--- src/hdl/rwlt_ram.sv ---
module rwlt_ram #(
  parameter int Width = 8,
  parameter int Depth = 16
) (
  input  logic                     clk_i,
  input  logic                     we_i,
  input  logic [$clog2(Depth)-1:0] waddr_i,
  input  logic [Width-1:0]         wdata_i,
  input  logic [$clog2(Depth)-1:0] raddr_i,
  output logic [Width-1:0]         rdata_o
);
  logic [Width-1:0] mem_q [Depth];
  always_ff @(posedge clk_i) begin
    if (we_i) begin
      mem_q[waddr_i] <= wdata_i;
    end
    rdata_o <= mem_q[raddr_i];
  end
endmodule

--- config.mk ---
export PLATFORM = sky130hd
export DESIGN_NAME = rwlt_ram
export DESIGN_NICKNAME = d
export VERILOG_FILES = /design/src/hdl/rwlt_ram.sv
export SDC_FILE = /design/constraint.sdc
export NUM_CORES = 1
export LEC_CHECK = 0
export BUFFER_PORTS_ARGS = -buffer_cell sky130_fd_sc_hd__buf_4
export CORE_UTILIZATION = 30
export CTS_BUF_LIST = sky130_fd_sc_hd__clkbuf_16
export CTS_CLUSTER_SIZE = 14
export DETAILED_ROUTE_END_ITERATION = 7
export MAX_ROUTING_LAYER = met4
export SLEW_MARGIN = 30
export SYNTH_ARGS = -nofsm -noshare
export SYNTH_HDL_FRONTEND = slang
export SYNTH_SLANG_ARGS = --single-unit
--- constraint.sdc ---
create_clock -name clk_i -period 1.84 [get_ports clk_i]
set_input_delay 0.368 -clock clk_i [delete_from_list [all_inputs] [get_ports clk_i]]
set_output_delay 0.368 -clock clk_i [all_outputs]
set_load 0.03 [all_outputs]
Word-level counts from Yosys, hierarchy flattened

Memory sizes are Yosys's and may differ from the RTL's. A register that Yosys moved wholly into a read port is not among the register bits.
Index checks and enable logic that the tools add are counted.

Output and inout port bits: 8
Register bits after elaboration: 0
Word-level logic and storage cells: 3
Bits in writable memories: 128
Memories kept: 1

Multiplexer cells: 2

Memory list:

| name  | depth | bits a word | read ports | clocked after Yosys merged registers in | wr ports | RTL line | RTL |
|---|---|---|---|---|---|---|---|
| mem_q | 16    | 8           | 1          | 1                                       | 1        | 12       | `logic [Width-1:0] mem_q [Depth];` |

Operators by type and width:

| cell    | count |
|---|---|
| $mux W1 | 2 |

Logic depth before layout (Yosys ltp)

Depth after elaboration: 2
Gate-level depth with buffers: 5
Gate-level depth less buffers: 3

Least setup slack after synthesis

No wires, ideal clock.

Kind: input-to-reg
Start point: input waddr_i[2]
End point: memory mem_q[0][0], enable pin
Stages: 2
Data required time: 1.457 ns
Path buffers: 0
Setup slack: -0.021 ns
Arrival: 1.478 ns
Cells stage by stage: or3b_2 > nor3_1

RTL lines:

| element         | RTL line | RTL |
|---|---|---|
| start, declared | 7        | `input logic [$clog2(Depth)-1:0] waddr_i,` |
| end, declared   | 12       |  |

No word-level cell before the write port.

==> results_dict.tcl <==
set metrics [dict create \
    power_density_mw_per_mm2 1090 \
    cp.required_ps 2130 \
    rr_startpoint "mem_q[5][2]" \
    drv_cap 0 \
    port_buffers 25 \
    ys_ff_latch 136 \
    min_period_over_period 0.740 \
    min_period_ps 1360 \
    report.final.slew_viol_count 0 \
    cp-start-kind "flip-flop" \
    synth-seq-area-share 0.778 \
    die_h_um 133 \
    synth.net_count 247 \
    fin_area_mm2 0.00625 \
    netlist_area_mm2 0.00515 \
    cellInternalPower_w 0.00532 \
    drive_gt1_frac 0.324 \
    setup-violations-final 0 \
    via_per_inst 4.73 \
    tightest_slew_ps 679 \
    r2r_setup_slack_ps 480 \
    p_switching_w 0.00147 \
    cts_repair_resize_count 0 \
    status "finished, final reports clean" \
    nets 304 \
    pre_cts_ws_ps 59.3 \
    dp_cells 487 \
    multiInputGateArea_mm2 0.00106 \
    finalWorstSetupSlack_ps 479 \
    grt_usage 0.129 \
    area.growth.synth_to_final_pct 21.5 \
    grt_overflow_total 0 \
    grt_max_degree 17 \
    hold_depth 1 \
    cts_max_path_buffers 2 \
    ff_latch_area_mm2 0.00400 \
    crit_fanout 1 \
    synth.avg_cell_area_um2 22.5 \
    final.setup_skew_ps 6.84 \
    crit_start "mem_q[5][2]" \
    tritoncts "yes" \
    cts_hold_buf 0 \
    seqPwrFrac 0.514 \
    clk_pin_slew_worst_paths_ps 60 \
    antenna_found_initial 0 \
    fmax_ghz 0.735 \
    min_path_type "input pin to flip-flop" \
    combPwrFrac 0.057 \
    rsz0062_at_grt "false" \
    coreArea_mm2 0.0166 \
    cts.sinks 136 \
    drt-pass1-iter-count 4 \
    grt_pass1_wl_mm 15.5 \
    post_cts_buffers 0 \
    wirelength_mm 10.0 \
    htreeDepth 4 \
    min_from "wdata_i[3]" \
    finalHoldViolCount 0 \
    rows 47 \
    synth_cell_type_count 19 \
    finalPower_w 0.00679 \
    tns_ps 0 \
    syn_inst 229 \
    ys.warnings.count 0 \
    hpwl_mm 6.49 \
    vias 2454 \
    ant_nets 0 \
    post_drt_wl_per_cell_um 19.3 \
    p_sw_frac 0.216 \
    place.gp.congestion 0.722 \
    min_to "mem_q[2][3]" \
    arrival_ps 1650 \
    slew_headroom 0.546 \
    drc 0 \
    drtIter0Drc 200 \
    fp.dieArea_mm2 0.0177 \
    cp-end-kind "flip-flop" \
    fin_cells 519 \
    dpl_cell_area_mm2 0.00574 \
    antennaDiodeCount 0 \
    p_leak_nw 2.10 \
    ir_worst_vdd_mv 0.661 \
    grt_pass1_vias 2559 \
    critPathKind "flip-flop to flip-flop" \
    clk-insertion-delay-late_ps 410 \
    fp.dieW_um 133 \
    root_buffer "clkbuf_16" \
    r2r_cells 3 \
    io_pins 26 \
    clockPowerShare 0.429 \
    rr_endpoint "rdata_o[2]" \
    initial_core_util 0.309 \
    cts_buffers 17 \
    fillCellCount 1518 \
]
[logic make-up after synthesis]
| kind of cell | synth area share |
|---|---|
| mux | 0.150 |
| compound gates | 0.0233 |
| simple gates | 0.0318 |
| buf+inv | 0.0168 |
| flops | 0.778 |
[cells in the mapped netlist]
cell,count,share of area
edfxtp_1,128,0.75
mux4_2,18,0.079
a22oi_1,16,0.023
mux4_1,14,0.071
nor2_1,13,0.0095
nand2_1,9,0.0066
dfxtp_1,8,0.031
nor3_1,4,0.0039
buf_2,3,0.0029
buf_6,3,0.0066
clkdlybuf4s25_2,3,0.0058
nand2b_1,2,0.0024
nand3b_1,2,0.0029
and2_1,1,0.0012
and2b_1,1,0.0015
buf_4,1,0.0015
nand3_1,1,0.00097
nor2b_1,1,0.0012
or3b_2,1,0.0017
[through the flow]
stage | util | hold WS [ps]
finish | 0.376 | 266
CTS | 0.376 | 253
floorplan | - | 467
detailed placement | 0.345 | 667
global route | 0.376 | 266
global placement | 0.345 | 661
[how the worst max path moves through the flow]
stage | to
after floorplan | mem_q[3][0]
after global placement | rdata_o[5]
after detailed placement | rdata_o[5]
after CTS | rdata_o[7]
after global routing | rdata_o[2]
final | rdata_o[2]
[cells in the final DEF, fill, tap and decap left out, types with 4 or more instances in the layout]
cell type and count:
mux4_2 18, edfxtp_1 128, dfxtp_1 8, nand2_1 9, buf_4 45, clkinvlp_4 4
clkbuf_16 17, clkinv_2 6, a22oi_1 16, nor2_1 13, mux4_1 14
[routing by layer]
| metal | vias to the layer above | GRT usage | share of wire |
|---|---|---|---|
| li1 | 1094 | - | - |
| met1 | 1283 | 0.171 | 0.48 |
| met2 | 64 | 0.185 | 0.46 |
| met3 | 13 | 0.0345 | 0.044 |
| met4 | 0 | 0.0575 | 0.014 |
| met5 | - | - | 0 |
[layout make-up]
class | count | share of cell area
clock buffers | 17 | 0.0680
clock inverters | 15 | 0.0142
multi-input cells | 83 | 0.170
flip-flops and latches | 136 | 0.640
well taps | 220 | 0.0440
repair buffers | 48 | 0.0636
[flip-flops by register name, summed over array words and instances, names as in the netlist]
register / count
mem_q: 128
rdata_o: 8
[power by group through the flow]
stage | clock network (W) | registers (W) | logic (W)
after floorplan | 0 | 0.00358 | 0.000176
after global placement | 0 | 0.00355 | 0.000388
after detailed placement | 0 | 0.00355 | 0.000397
after CTS | 0.00298 | 0.00349 | 0.000398
after global routing | 0.00311 | 0.00349 | 0.000421
final | 0.00291 | 0.00349 | 0.000388
[critical path: stages (launching register included)]
cell	delay [ps]
edfxtp_1	360
mux4_1	560
a22oi_1	220
nand2_1	100
Power figures use the tool's default switching activity.
