File: src/hdl/rwlt_pkg.sv
package rwlt_pkg;

  localparam int LockObjectsDef   = 256;
  localparam int RegistrySlotsDef = 64;
  localparam int HolderBitsDef    = 16;

  localparam int ModeW   = 2;
  localparam int LockIdW = 8;
  localparam int ReqW    = 32;
  localparam int StatusW = 2;
  localparam int LtypeW  = 2;
  localparam int HcountW = 16;
  localparam int EntW    = 7;

  typedef enum logic [1:0] {
    OP_ACQ_SHARED = 2'd0,
    OP_ACQ_EXCL   = 2'd1,
    OP_RELEASE    = 2'd2,
    OP_QUERY      = 2'd3
  } op_e;

  typedef enum logic [1:0] {
    LM_NONE   = 2'd0,
    LM_SHARED = 2'd1,
    LM_EXCL   = 2'd2,
    LM_UNUSED = 2'd3
  } lmode_e;

  typedef enum logic [1:0] {
    ST_OK          = 2'd0,
    ST_WOULD_BLOCK = 2'd1,
    ST_MUST_WAIT   = 2'd2,
    ST_OVERFLOW    = 2'd3
  } status_e;

  typedef enum logic [2:0] {
    S_IDLE,
    S_READ,
    S_EXEC,
    S_SCAN,
    S_OUT
  } fsm_e;

  typedef struct packed {
    logic            add;
    logic            rem;
    logic            zero_any;
    logic [31:0]     req;
  } reg_cmd_t;

endpackage

File: src/hdl/rwlt_slot_cell.sv
// One registry slot. A token rides the chain: add token claims the first
// free slot, remove token clears the first match. Passes token on otherwise.
module rwlt_slot_cell (
  input  logic               clk_i,
  input  logic               rst_ni,
  input  logic               clr_i,
  input  rwlt_pkg::reg_cmd_t cmd_i,
  input  logic [15:0]        lock_i,
  input  logic               tok_i,
  output logic               tok_o,
  output logic               took_o
);
  import rwlt_pkg::*;
  logic        valid_q;
  logic [15:0] lock_q;
  logic [31:0] req_q;
  logic        hit_add, hit_rem;

  assign hit_add = tok_i && cmd_i.add && !valid_q;
  assign hit_rem = tok_i && cmd_i.rem && valid_q && lock_q == lock_i &&
                   (cmd_i.zero_any || req_q == cmd_i.req);
  assign took_o  = hit_add || hit_rem;
  always_ff @(posedge clk_i or negedge rst_ni) begin
    if (!rst_ni) begin
      tok_o   <= 1'b0;
      valid_q <= 1'b0;
    end else begin
      tok_o <= clr_i ? 1'b0 : (tok_i && !took_o);
      if (hit_add) valid_q <= 1'b1;
      if (hit_rem) valid_q <= 1'b0;
    end
  end
  always_ff @(posedge clk_i) begin
    if (hit_add) begin
      lock_q <= lock_i;
      req_q  <= cmd_i.req;
    end
  end
endmodule

File: config.mk
export PLATFORM = sky130hd
export DESIGN_NAME = rwlt_slot_cell
export DESIGN_NICKNAME = d
export VERILOG_FILES = /design/src/hdl/rwlt_pkg.sv /design/src/hdl/rwlt_slot_cell.sv
export SDC_FILE = /design/constraint.sdc
export NUM_CORES = 1
export LEC_CHECK = 0
export ABC_AREA = 1
export BUFFER_PORTS_ARGS = -buffer_cell sky130_fd_sc_hd__buf_4
export CAP_MARGIN = 15
export CORE_MARGIN = 2
export CORE_UTILIZATION = 29
export DETAILED_ROUTE_END_ITERATION = 10
export GPL_TIMING_DRIVEN = 0
export SYNTH_ARGS = -nofsm -noshare
export SYNTH_HDL_FRONTEND = slang
export SYNTH_SLANG_ARGS = --single-unit
File: constraint.sdc
create_clock -name clk_i -period 11.5 [get_ports clk_i]
set_clock_uncertainty 0.15 [all_clocks]
set_input_delay 1.725 -clock clk_i [delete_from_list [all_inputs] [get_ports clk_i]]
set_output_delay 1.725 -clock clk_i [all_outputs]
set_load 0.02 [all_outputs]
; Word-level counts from Yosys, hierarchy flattened
; Cells that the tools add are included.
[word_totals]
register_bits = 50
latchBits = 0
ram_bits = 0
romBits = 0
input_bits = 55
out_inout_bits = 2
wordCells = 21
n_memories = 0
[classes]
add_sub_neg = 0
n_mul = 0
n_div = 0
magnitude_cmp = 0
n_eq_ne = 2
shift = 0
n_mux = 3
bitwise = 0
n_reduce_logical = 12
[ops]
columns = cell, n
row1 = $eq A32 B32 Y1, 1
row2 = $eq A16 B16 Y1, 1
row3 = $logic_and A1 B1 Y1, 7
row4 = $mux W1, 3
row5 = $logic_not A1 Y1, 2
row6 = $logic_or A1 B1 Y1, 2
row7 = $reduce_bool A2 Y1, 1

; Longest topological paths before layout
; Gate-level depths: netlist (run 1).
[depth]
depth_word = 8
ltp_mapped = 12
mapped_depth_nobuf = 12

; Worst setup path before layout (run 1)
; OpenSTA, ideal clock, no wires.
[synth_timing]
kind = in2out
start = input tok_i
end = output took_o
t_arrival_ns = 5.842
path_slack_ns = 3.783
cell_stages = 4
path_buffers = 0
cell_sequence = inv_2 nor3_1 bufinv_8 nand2_2
[synth_via]
word_cells_on_any_way = 7
[synth_rtl]
columns = element, line_no
row1 = "start, declared", rwlt_slot_cell.sv:9  ; input logic tok_i,
row2 = $logic_and A1 B1 Y1 (2 in a row), rwlt_slot_cell.sv:19  ; assign hit_add = tok_i && cmd_i.add && !valid_q;
row3 = named net hit_add, rwlt_slot_cell.sv:17  ; logic hit_add, hit_rem;
row4 = $logic_or A1 B1 Y1, rwlt_slot_cell.sv:22  ; assign took_o = hit_add || hit_rem;
row5 = "end, declared", rwlt_slot_cell.sv:11  ; output logic took_o
; The timed path passes the listed nets, and every way through them passes these cells.

; Worst setup path in the final report (run 1)
; Same ends and word-level chain as after synthesis.

==> metrics.yaml, run 1 <==
run_status:
  status: "finished, final reports clean"
critical_path:
  worstPathMaxFanout: 12
  worst-path-buf-inv: 5
  r2r-start: "valid_q"
  reg2reg_slack_ps: 9770
  worst_path_most_repeated_cell: "buf_4"
  reg2regPathDepth: 3
  critPathTopFamily: "buffers and inverters"
  required_ps: 9630
  crit_arrival_ps: 2930
  worstPathCellList: "buf_4 -> inv_2 -> nor3_2 -> buf_6 -> bufinv_8 -> nand2_2 -> buf_4"
  cpMaxStageDelayCell: "nor3_2"
  path_class: "input port to output pin"
  cp-end-kind: "output pin"
  start_kind: "input port"
  max_stage_delay_ps: 420
  rr_endpoint: "req_q[9]"
detailed_routing:
  post_drt_via_cell_ratio: 3.905
  vias: 1476
  ant_nets: 0
  wl_per_cell_um: 10.23
  wl_met2_mm: 1.919
  first_iter_violations: 49
  wl_mm: 3.868
  met3_wirelength_um: 185
  wl_met1_mm: 1.733
  firstDrtPassIters: 4
  post-route-drc-count: 0
  top_layer_used: "met4"
cells_and_area:
  mostFrequentLayoutCell: "nand2_1"
  finalNetCount: 330
  final_cells: 378
  drive_gt1_share_pct: 27.17
  mostFrequentLayoutCells: "59 x nand2_1, 56 x buf_4, 48 x edfxtp_1, 31 x inv_1, 28 x xnor2_1"
  fill_cells: 798
  syn2layout_area_growth_pct: 30.04
  n_antenna_cell: 0
die:
  initial_core_util_pct: 29.85
  dieArea_um2: 8641
  num_rows: 32
  die_w_um: 92.96
  core_area_um2: 7687
  fp.dieH_um: 92.96
  pin_count: 57
synth:
  ys_top_cells_by_area: "edfxtp_1 63%, xnor2_1 11%, nand2_1 9.7%"
  syn-cell-area_um2: 2295
  netlist.area_leader.share_pct: 62.81
  ys_ff_latch: 50
  yosysSeqAreaShare_pct: 64.99
  yosysWarnings: 0
  synth.avg_cell_area_um2: 11.03
  syn-num-nets: 263
  syn_inst: 208
  synthArstFlopShare_pct: 4.000
  ys.flop_type: "edfxtp_1"
  netlist-cell-type-count: 17
  synth_largest_area_cell: "edfxtp_1"
  synth_edf_count: 48
power_and_ir_drop:
  vdd.ir_drop.worst_v: 0.00004824
  p_leak_nw: 1.244
  p_per_area_nw_per_um2: 111.3
cts:
  hold_buffers: 0
  cts.sinks: 50
  htreeDepth: 2
  cts_tree: "built"
  cts_root_buf: "clkbuf_8"
  clk_pin_slew_worst_paths_ps: 80
  numCtsBuffers: 5
  clockBufferDepth: 2
  cts_resized: 0
  worstSkewPairLatency_ps: 300
  cts_setup_buffers: 0
hold_path:
  whs_endpoint: "valid_q"
  min_path_cells: 2
  hold_path.class: "register to register"
  worstHoldStart: "valid_q"
global_route:
  grt_max_degree: 15
  grt_pass1_wl_mm: 6.603
  grt_pass1_vias: 1487
  antenna_found_initial: 0
  grt-ovfl-total: 0
  track_usage_pct: 9.816
timing:
  fin_setup_tns_ps: 0
  layout_min_cycle_time_ps: 4804
  max_slew.worst_pin.slew_ps: 498.4
  fin_crit_sh_pct: 41.78
  relSlewSlack_pct: 66.59
  fmax_mhz: 208.1
  finalHoldViolCount: 0
  rsz0062_at_grt: "no"
  worst_slack_ps: 6696
  drv_slew: 0
  whs_ps: 435.6
  setup_viol: 0
place:
  dp_slack_ps: 6686
  routabilityCongestion: 0.6700
  hpwl_mm: 3.078
  dpl.cell_count: 370
  port_buffers: 56
run:
  drv_cap: 0
## final cells by class
type | instances | area [µm²] | share of cell area, %
multi-input cells | 125 | 670.6 | 22.47
flip-flops and latches | 50 | 1491 | 49.98
repair buffers | 60 | 465.4 | 15.60
clock inverters | 1 | 5.005 | 0.1677
clock buffers | 7 | 86.33 | 2.893
inverters | 33 | 137.6 | 4.612
well taps | 102 | 127.6 | 4.277
## routing by layer
metal | GRT usage, % | vias to the layer above
met5 | 0 | -
met4 | 3.676 | 0
met3 | 2.522 | 2
met2 | 17.03 | 34
met1 | 11.67 | 651
li1 | - | 789
## worst min-delay path, delay by kind of cell, from the launching register on
family	cells	cell delay, ps
DFF	1	380
AOI/OAI and AO/OA	2	170
## cells in the mapped netlist (2+ instances only)
cell and instances:
a21oi_1 2, dfrtp_1 2, edfxtp_1 48, inv_1 31, nand2_1 59, nand2_2 3, nand4_1 4, nor2_1 18
nor3_1 2, xnor2_1 28, xor2_1 5
## state kept, by name, summed over array words and instances (netlist names)
register,count
req_q,32
valid_q,1
lock_q,16
tok_o,1
## per-stage QoR
stage | utilization (%) | cell area [µm²] | power [W]
4_1_cts | 38.82 | 2984 | 0.0003392
6_report | 38.82 | 2984 | 0.0003321
3_3_place_gp | 36.98 | 2843 | 0.0002330
2_1_floorplan | - | 2295 | 0.0002140
3_5_place_dp | 37.63 | 2893 | 0.0002340
5_1_grt | 38.82 | 2984 | 0.0003481
## where the power goes
group	switching [W]	internal [W]
sequential	0.0000000447	0.000199
clock	0.0000542	0.0000486
combinational	0.0000118	0.0000181
total	0.0000660	0.000266
## worst max path at each step
| stage | endpoint | slack [ps] | from | cells after the start |
|---|---|---|---|---|
| final | took_o | 6700 | tok_i | 7 |
| after global routing | took_o | 6610 | tok_i | 7 |
| after CTS | took_o | 6680 | tok_i | 7 |
| after detailed placement | took_o | 6690 | tok_i | 7 |
| after global placement | took_o | 1840 | tok_i | 6 |
| after floorplan | took_o | 3780 | tok_i | 4 |
## cell families after synthesis
kind of cell | synth area share [%]
and+or+nand+nor | 15.98
DFF | 64.99
AOI/OAI and AO/OA | 0.4362
buffers and inverters | 5.998
xor gates and xnor gates | 12.60
Note: power is estimated with default switching activity, not from simulation.
==> inputs of run 2 (changes only) <==
==> constraint.sdc (replaced) <==
create_clock -name clk_i -period 4.6 [get_ports clk_i]
set_clock_uncertainty 0.15 [all_clocks]
set_input_delay 0.69 -clock clk_i [delete_from_list [all_inputs] [get_ports clk_i]]
set_output_delay 0.69 -clock clk_i [all_outputs]
set_load 0.02 [all_outputs]
==> run 2 against run 1 <==
Final area up 1.2%. Via count barely moved. First-iteration DRC count fell by 14%. Sequential power grew to 2.5 times the previous value.
==> metrics.yaml, run 2 (synthesis gave the netlist of run 1 again) <==
run_status:
  status: "finished, final reports clean"  # unchanged
detailed_routing:
  ant_nets: 0  # unchanged
  first_iter_violations: 42  # was 49
  post_drt_via_cell_ratio: 3.918  # was 3.905
  vias: 1477  # was 1476
  firstDrtPassIters: 4  # unchanged
  wl_per_cell_um: 10.21  # was 10.23 µm
  post-route-drc-count: 0  # unchanged
  wl_mm: 3.850  # was 3.868 mm
global_route:
  grt_pass1_wl_mm: 6.624  # was 6.603 mm
  grt_max_degree: 22  # was 15
  grt_pass1_vias: 1504  # was 1487
  antenna_found_initial: 0  # unchanged
  track_usage_pct: 9.757  # was 9.816%
  grt-ovfl-total: 0  # unchanged
hold_path:
  hold_path.class: "input port to register"  # was register to register
  min_path_cells: 1  # was 2
cts:
  worstSkewPairLatency_ps: 300  # about the same
  cts_setup_buffers: 0  # unchanged
  cts_resized: 0  # unchanged
  numCtsBuffers: 5  # unchanged
  cts_tree: "built"  # unchanged
  clk_pin_slew_worst_paths_ps: 100  # was 80 ps
  cts_root_buf: "clkbuf_8"  # unchanged
  cts.sinks: 50  # unchanged
  hold_buffers: 1  # was 0
  clockBufferDepth: 2  # unchanged
  htreeDepth: 2  # unchanged
critical_path:
  max_stage_delay_ps: 510  # was 420 ps
  path_class: "input port to output pin"  # unchanged
  cp-end-kind: "output pin"  # unchanged
  required_ps: 3760  # was 9630 ps
  cpMaxStageDelayCell: "nor3_4"  # was nor3_2
  reg2regPathDepth: 2  # was 3
  worst-path-buf-inv: 4  # was 5
  start_kind: "input port"  # unchanged
  cp.depth: 6  # was 7
  crit_arrival_ps: 1850  # was 2930 ps
  worstPathCellList: "buf_4 -> inv_2 -> nor3_4 -> bufinv_8 -> nand2_2 -> buf_4"  # was buf_4 -> inv_2 -> nor3_2 -> buf_6 -> bufinv_8 -> nand2_2 -> buf_4
  critPathTopFamily: "simple AND/OR/NAND/NOR gates"  # was buffers and inverters
  worst_path_most_repeated_cell: "buf_4"  # unchanged
  worstPathMaxFanout: 9  # was 12
timing:
  finalHoldViolCount: 0  # unchanged
  fin_crit_sh_pct: 58.50
  layout_min_cycle_time_ps: 2691
  rsz0062_at_grt: "no"  # unchanged
  fin_setup_tns_ps: 0  # unchanged
  max_slew.worst_pin.slew_ps: 594.4  # was 498.4 ps
  drv_slew: 0  # unchanged
  fmax_mhz: 371.6
  relSlewSlack_pct: 60.24  # was 66.59%
  setup_viol: 0  # unchanged
  whs_ps: 425.7  # was 435.6 ps
die:
  core_area_um2: 7687  # unchanged
  dieArea_um2: 8641  # unchanged
  num_rows: 32  # unchanged
  initial_core_util_pct: 29.85  # unchanged
  fp.dieH_um: 92.96  # unchanged
  die_w_um: 92.96  # unchanged
  pin_count: 57  # unchanged
place:
  hpwl_mm: 3.016  # was 3.078 mm
  placed_area_um2: 2897  # was 2893 µm²
  port_buffers: 56  # unchanged
  routabilityCongestion: 0.6563  # was 0.6700
run:
  drv_cap: 0  # unchanged
cells_and_area:
  fin_area_um2: 3020  # was 2984 µm²
  drive_gt1_share_pct: 26.91  # was 27.17%
  syn2layout_area_growth_pct: 31.62  # was 30.04%
  largest_register_ff_count: 32  # unchanged
  finalNetCount: 329  # was 330
  reg_top3: "req_q x32, lock_q x16"  # unchanged
  mostFrequentLayoutCells: "59 x nand2_1, 56 x buf_4, 48 x edfxtp_1, 31 x inv_1, 28 x xnor2_1"  # unchanged
  final_core_util_pct: 39.29  # was 38.82%
  top_register: "req_q"  # unchanged
  mostFrequentLayoutCell: "nand2_1"  # unchanged
  n_antenna_cell: 0  # unchanged
power_and_ir_drop:
  p_per_area_nw_per_um2: 292.4  # was 111.3 nW/µm²
  p_total_w: 0.0008832  # was 0.0003321 W
  p_leak_nw: 1.249  # was 1.244 nW
  vdd.ir_drop.worst_v: 0.0001456  # was 0.00004824 V
[run 2: changes by cell type in the layout (fill, tap and decap cells not counted), sizes merged]
cell / before / now
clkbuf: 7 / 5
clkinv: 1 / 0
buf: 60 / 58
bufinv: 1 / 2
clkinvlp: 0 / 2
dlygate4sd3: 0 / 1
[run 2: report_power, final]
group	total [W]	internal (W)	switching [W]	leakage [nW]
Combinational	0.0000761	0.0000459	0.0000301	0.746
Sequential	0.000498	0.000498	0.000000126	0.453
Clock	0.000309	0.000162	0.000147	0.0504
Total	0.000883	0.000706	0.000177	1.25
[run 2: metal layers]
layer / up-vias / routed length [µm] / track usage, %
met1: 648 / 1820 / 12.87
met4: 0 / 55 / 3.064
met3: 5 / 232 / 2.766
met2: 37 / 1743 / 15.52
met5: - / 0 / 0
li1: 787 / - / -
[run 2: final timing paths]
check	slack [ps]	from	to
worst max-delay path	1910	tok_i	took_o
worst min-delay path	430	cmd_i[9]	req_q[9]
worst max register to register	2900	valid_q	req_q[20]
worst min register to register	460	valid_q	valid_q
max in group asynchronous	3660	rst_ni	valid_q
min in group asynchronous	550	rst_ni	tok_o
[run 2: cell type report]
type                            count  area, µm²
Clock inverter                      3      45.04
Sequential cell                    50       1491
Fill cell                         758       4667
Tap cell                          102      127.6
Clock buffer                        5      68.82
Timing Repair Buffer               59      473.0
Multi-Input combinational cell    125      676.9
Inverter                           33      137.6
[run 2: per-stage QoR]
stage | setup WS, ps | std cells
after CTS | 1891 | 377
after global routing | 1819 | 377
after detailed placement | 1910 | 368
after global placement | -661.8 | 366
final | 1909 | 377
after floorplan | 518.0 | 208
